File: src/hdl/crc8fc_pkg.sv
// Package for the CRC-8 frame checker: transaction payload types, status codes,
// frame format constants and the byte-wide CRC update function.
// Depends on nothing; every other file of the block but the stream interface imports it.
package crc8fc_pkg;

    localparam int unsigned MAX_FRAME_DEFAULT = 64;

    localparam logic [7:0] HDR_BYTE      = 8'hAA;
    localparam logic [7:0] TAIL_BYTE     = 8'hBB;
    localparam logic [7:0] CRC_POLY      = 8'h8C;
    localparam logic [7:0] LEN_INDEX     = 8'd16;
    localparam logic [7:0] PAYLOAD_START = 8'd17;
    localparam logic [7:0] HDR_LEN       = 8'd2;

    typedef enum logic [1:0] {
        STATUS_OK     = 2'd0,
        STATUS_FORMAT = 2'd1,
        STATUS_CRC    = 2'd2
    } status_t;

    typedef struct packed {
        logic [7:0] rx_byte;
        logic       restart;
    } in_item_t;

    typedef struct packed {
        logic [7:0] payload_byte;
        logic       payload_valid;
        logic       frame_done;
        status_t    status;
    } out_item_t;

    // Reflected CRC-8 update over one byte, unrolled bit by bit.
    function automatic logic [7:0] crc8_update(input logic [7:0] crc, input logic [7:0] data);
        logic [7:0] c;
        c = crc ^ data;
        for (int k = 0; k < 8; k++)
        begin
            if (c[0])
            begin
                c = (c >> 1) ^ CRC_POLY;
            end
            else
            begin
                c = c >> 1;
            end
        end
        return c;
    endfunction

endpackage

File: src/hdl/crc8fc_core.sv
// Frame state of the checker and the single-pass decision logic for one byte.
// Depends on crc8fc_pkg for the item types, constants and CRC function.
module crc8fc_core
    import crc8fc_pkg::*;
#(
    parameter int unsigned MAX_FRAME = MAX_FRAME_DEFAULT
)
(
    input  logic      clk,
    input  logic      rst_n,
    input  logic      accept,
    input  in_item_t  item,
    output out_item_t result
);

    // Highest allowed end index plus one, kept one bit wider than a byte index.
    localparam logic [8:0] END_LIMIT = 9'(MAX_FRAME - 17);

    logic [7:0] index_reg,  index_next;
    logic [7:0] crc_reg,    crc_next;
    logic [7:0] end_reg,    end_next;
    logic       finished_reg, finished_next;

    logic [7:0] idx;
    logic [7:0] crc_base;
    logic [7:0] end_base;
    logic [7:0] end_latch;
    logic [8:0] len_end;
    logic       active;
    logic       done;
    status_t    st;
    logic       pv;

    // A restart byte is index zero of a fresh frame whatever came before.
    assign active   = item.restart || !finished_reg;
    assign idx      = item.restart ? 8'd0 : index_reg;
    assign crc_base = item.restart ? 8'd0 : crc_reg;
    assign end_base = item.restart ? 8'd0 : end_reg;
    assign len_end  = {1'b0, PAYLOAD_START} + {1'b0, item.rx_byte};

    always_comb
    begin
        done      = 1'b0;
        st        = STATUS_OK;
        pv        = 1'b0;
        end_latch = end_base;
        if (idx < HDR_LEN)
        begin
            if (item.rx_byte != HDR_BYTE)
            begin
                done = 1'b1;
                st   = STATUS_FORMAT;
            end
        end
        else if (idx == LEN_INDEX)
        begin
            if (len_end >= END_LIMIT)
            begin
                done = 1'b1;
                st   = STATUS_FORMAT;
            end
            else
            begin
                end_latch = len_end[7:0];
            end
        end
        else if (idx >= PAYLOAD_START)
        begin
            if (idx < end_base)
            begin
                pv = 1'b1;
            end
            else if ({1'b0, idx} == {1'b0, end_base}
                     || {1'b0, idx} == ({1'b0, end_base} + 9'd1))
            begin
                if (item.rx_byte != TAIL_BYTE)
                begin
                    done = 1'b1;
                    st   = STATUS_FORMAT;
                end
            end
            else
            begin
                done = 1'b1;
                st   = (item.rx_byte == crc_base) ? STATUS_OK : STATUS_CRC;
            end
        end
    end

    always_comb
    begin
        result.payload_byte  = (active && pv) ? item.rx_byte : 8'd0;
        result.payload_valid = active && pv;
        result.frame_done    = active && done;
        result.status        = active ? st : STATUS_OK;
    end

    always_comb
    begin
        index_next    = index_reg;
        crc_next      = crc_reg;
        end_next      = end_reg;
        finished_next = finished_reg;
        if (accept && active)
        begin
            if (done)
            begin
                index_next    = idx;
                crc_next      = crc_base;
                end_next      = end_base;
                finished_next = 1'b1;
            end
            else
            begin
                index_next    = idx + 8'd1;
                crc_next      = crc8_update(crc_base, item.rx_byte);
                end_next      = end_latch;
                finished_next = 1'b0;
            end
        end
    end

    always_ff @(posedge clk or negedge rst_n)
    begin
        if (!rst_n)
        begin
            index_reg    <= 8'd0;
            crc_reg      <= 8'd0;
            end_reg      <= 8'd0;
            finished_reg <= 1'b1;
        end
        else
        begin
            index_reg    <= index_next;
            crc_reg      <= crc_next;
            end_reg      <= end_next;
            finished_reg <= finished_next;
        end
    end

endmodule

File: config.mk
export PLATFORM = sky130hd
export DESIGN_NAME = crc8fc_core
export DESIGN_NICKNAME = d
export VERILOG_FILES = /design/src/hdl/crc8fc_pkg.sv /design/src/hdl/crc8fc_core.sv
export SDC_FILE = /design/constraint.sdc
export NUM_CORES = 1
export LEC_CHECK = 0
export ABC_AREA = 1
export BUFFER_PORTS_ARGS = -buffer_cell sky130_fd_sc_hd__buf_2
export CAP_MARGIN = 20
export CORE_ASPECT_RATIO = 1.1
export CORE_MARGIN = 4
export CORE_UTILIZATION = 60
export CTS_CLUSTER_DIAMETER = 120
export DETAILED_ROUTE_END_ITERATION = 10
export PLACE_DENSITY_LB_ADDON = 0.05
export SLEW_MARGIN = 20
export SYNTH_ARGS = -nofsm -noshare
export SYNTH_HDL_FRONTEND = slang
export SYNTH_SLANG_ARGS = --single-unit
export TNS_END_PERCENT = 1
File: constraint.sdc
create_clock -name clk -period 2.4 [get_ports clk]
set_input_delay 0.12 -clock clk [delete_from_list [all_inputs] [get_ports clk]]
set_output_delay 0.12 -clock clk [all_outputs]
set_load 0.02 [all_outputs]
==> summary.txt <==
Floorplanning
  – Initial core utilization: 63.2%
  – Die Wd: 70.3 µm
  – Core Area: 4050 µm²
  – Ports: 24
  – Site row count: 24
  – Die span in y: 76.5 µm
  – Die ar.: 5380 µm²

Detailed routing
  – Router iterations before antenna repair: 5
  – 1st-iter DRT viols: 377
  – Final ANT Viol Nets: 0
  – DR vias/cell: 5.89
  – Wirelength per Cell: 16.9 µm
  – Total wire length: 8.80 mm
  – Detailed-route via count: 3072
  – Post-route DRC: 0

Layout
  – Ant diodes: 0
  – Final-stage net count: 496
  – Synthesis-to-layout area growth: 29.5%
  – Share of layout cells above drive strength 1: 27.0%

GRT
  – Met2 usage: 48.6%
  – Global Route Usage Sum: 27.8%
  – Largest net degree at the start of global routing: 26
  – Gr busiest metal: met2
  – Met1 Use GR: 32.5%
  – First-pass GRT wire length: 12.3 mm
  – GR Overflow Total: 0
  – GR Layer Usage met3: 3.83%
  – Antenna violations before repair: 0
  – Vias in the first global route: 2716

Timing
  – Period utilisation layout: 108%
  – Max Slew Vio Count: 0
  – Period minus WS final: 2.60 ns
  – Endpoints failing hold: 0
  – PnR worst setup slack: -0.200 ns
  – Worst slew pin tran: 0.683 ns
  – Fmax: 385 MHz
  – Fin Hold WS: 0.282 ns
  – RSZ-0062 raised after global routing: yes
  – Count of final setup violators: 26
  – Worst Skew: 0.00910 ns
  – Slew margin rel.: 54.0%

Placement
  – Port Buf Inserts: 23
  – Place WS: -0.0870 ns
  – DP HPWL: 5.40 mm
  – GPL Wtd Cong: 1.01

Synthesis
  – Post-synth top area cell: dfrtp_1
  – Distinct cell type count after synthesis: 37
  – Most common cell in the netlist: nand2_1
  – Synthesized area: 2560 µm²
  – Synth warn: 0
  – Syn nets: 434
  – Top post-synthesis cells by area: dfrtp_1, nand2_1, inv_1
  – Synthesized instance count: 409
  – Top post-synthesis cells by count: nand2_1, inv_1, nand3_1, nor2_1, dfrtp_1
  – Synth Register Bits: 25
  – Mapped Avg Cell Area: 6.27 µm²
  – EDFF count, synth: 0
  – Asr flop ratio synth: 100%
  – Post-synth top area share: 23.4%
  – Synth Flop Type: dfrtp_1
  – Register area share after synthesis: 24.5%

Clock network
  – TritonCTS buffer count: 3
  – # H-tree levels: 1
  – CTS tree: yes
  – Clock root buffer master: clkbuf_8
  – Clock Tree Buf Depth: 2
  – Clock sinks: 25
  – CTS clock-pin slew for the worst setup and hold paths: 0.11 ns
  – Worst-Skew Late Latency: 0.30 ns

Worst setup path
  – Critical path fanouts, max: 3
  – Worst path arrival time: 2.48 ns
  – WP data required: 2.28 ns
  – Critical Path End Type: output port
  – Crit Path Category: flip-flop to output port
  – CP startpoint kind: flip-flop

Outcome
  – Run status: finished, violations left
  – Failing checks: setup timing

Power
  – Cell Pwr Density: 361 nW/µm²
  – Max VDD drop: 0.278 mV
  – Leak: 1.78 nW

Hold path
  – Worst hold path type: input pin to flip-flop

Flow run
  – Max-Cap Viols: 0
==> area by class of cell <==
type	count	area [µm²]
clock buffer	3	41.3
clock inverter	1	8.76
fill	268	736
inverter	61	234
multi-input combinational	315	1860
sequential	25	628
tap	52	65.1
timing repair buffer	65	478
==> layout by cell type (no fill, tap or decap), types with 3 or more instances in the layout <==
| cell type | instances |
|---|---|
| a21oi_1 | 4 |
| a21oi_2 | 3 |
| buf_2 | 17 |
| buf_4 | 39 |
| buf_6 | 8 |
| clkbuf_8 | 3 |
| dfrtp_1 | 23 |
| ha_1 | 9 |
| ha_4 | 4 |
| inv_1 | 46 |
| inv_2 | 12 |
| nand2_1 | 135 |
| nand2_2 | 10 |
| nand3_1 | 34 |
| nand3_2 | 3 |
| nand3_4 | 3 |
| nand4_1 | 12 |
| nor2_1 | 31 |
| nor2_2 | 5 |
| nor2_4 | 5 |
| o21ai_0 | 12 |
| xnor2_1 | 5 |
| xor2_1 | 21 |
==> layer usage <==
metal | wire [µm] | share of wire, % | vias up
met5 | 0 | 0 | -
met4 | 601 | 6.8 | 0
met3 | 736 | 8.4 | 70
met2 | 4290 | 49 | 212
met1 | 3180 | 36 | 1376
li1 | - | - | 1414
==> path summary, 6_finish.rpt <==
path / from / slack (ns) / cells past startpoint / endpoint
min in group asynchronous: rst_n / 0.34 / 2 / index_reg[4]
setup reg to reg: end_reg[0] / -0.18 / 17 / index_reg[2]
hold reg to reg: finished_reg / 0.49 / 2 / finished_reg
max in group asynchronous: rst_n / 1.63 / 2 / end_reg[2]
setup / recovery: end_reg[0] / -0.20 / 14 / result[2]
hold / removal: accept / 0.28 / 5 / index_reg[4]
==> report_power, final <==
part | internal, mW | switching [mW] | leakage, nW | total, mW
registers | 0.453 | 0.0213 | 0.340 | 0.475
logic | 0.160 | 0.266 | 1.41 | 0.425
clock network | 0.123 | 0.176 | 0.0261 | 0.299
==> worst max-delay path, cell delays in order (launching register included) <==
cell and delay, ns:
dfrtp_1 0.41, inv_2 0.09, nor2_4 0.05, buf_6 0.14, ha_4 0.24, o21bai_1 0.16
nor2_1 0.21, nand3_2 0.14, nor2_2 0.14, nand3_2 0.14, nand3_4 0.13, nand3_4 0.10
nand2_2 0.09, inv_2 0.03, buf_6 0.12
==> per-stage QoR <==
| step | util (%) | power (mW) | std cells | cell area [µm²] | setup TNS [ns] |
|---|---|---|---|---|---|
| finish | 81.9 | 1.20 | 522 | 3320 | -2.23 |
| global route | 81.9 | 1.27 | 522 | 3320 | -4.18 |
| CTS | 74.6 | 1.15 | 508 | 3020 | 0 |
| detailed placement | 70.1 | 0.840 | 497 | 2840 | -0.819 |
| global placement | 70.1 | 0.832 | 497 | 2840 | -0.234 |
| floorplan | - | 0.739 | 409 | 2560 | 0 |
==> cells by family (layout without fill, tap and decap cells) <==
logic type,count (synthesis),in the layout,synth area share [%]
and+or+nand+nor,246,246,41.7
buffers and inverters,69,130,11.3
AOI/OAI and AO/OA,29,29,6.69
xor gates and xnor gates,27,27,9.52
DFF,25,25,24.5
adders and majority gates,13,13,6.35
==> repair_timing <==
action	in CTS	in global routing
pin swaps	6	18
setup buffers	6	14
hold buffers	1	0
hold endpoints to repair	24	0
gates resized for setup	17	47
endpoints found under the setup margin	11	27
(Power assumes the default switching activity.)
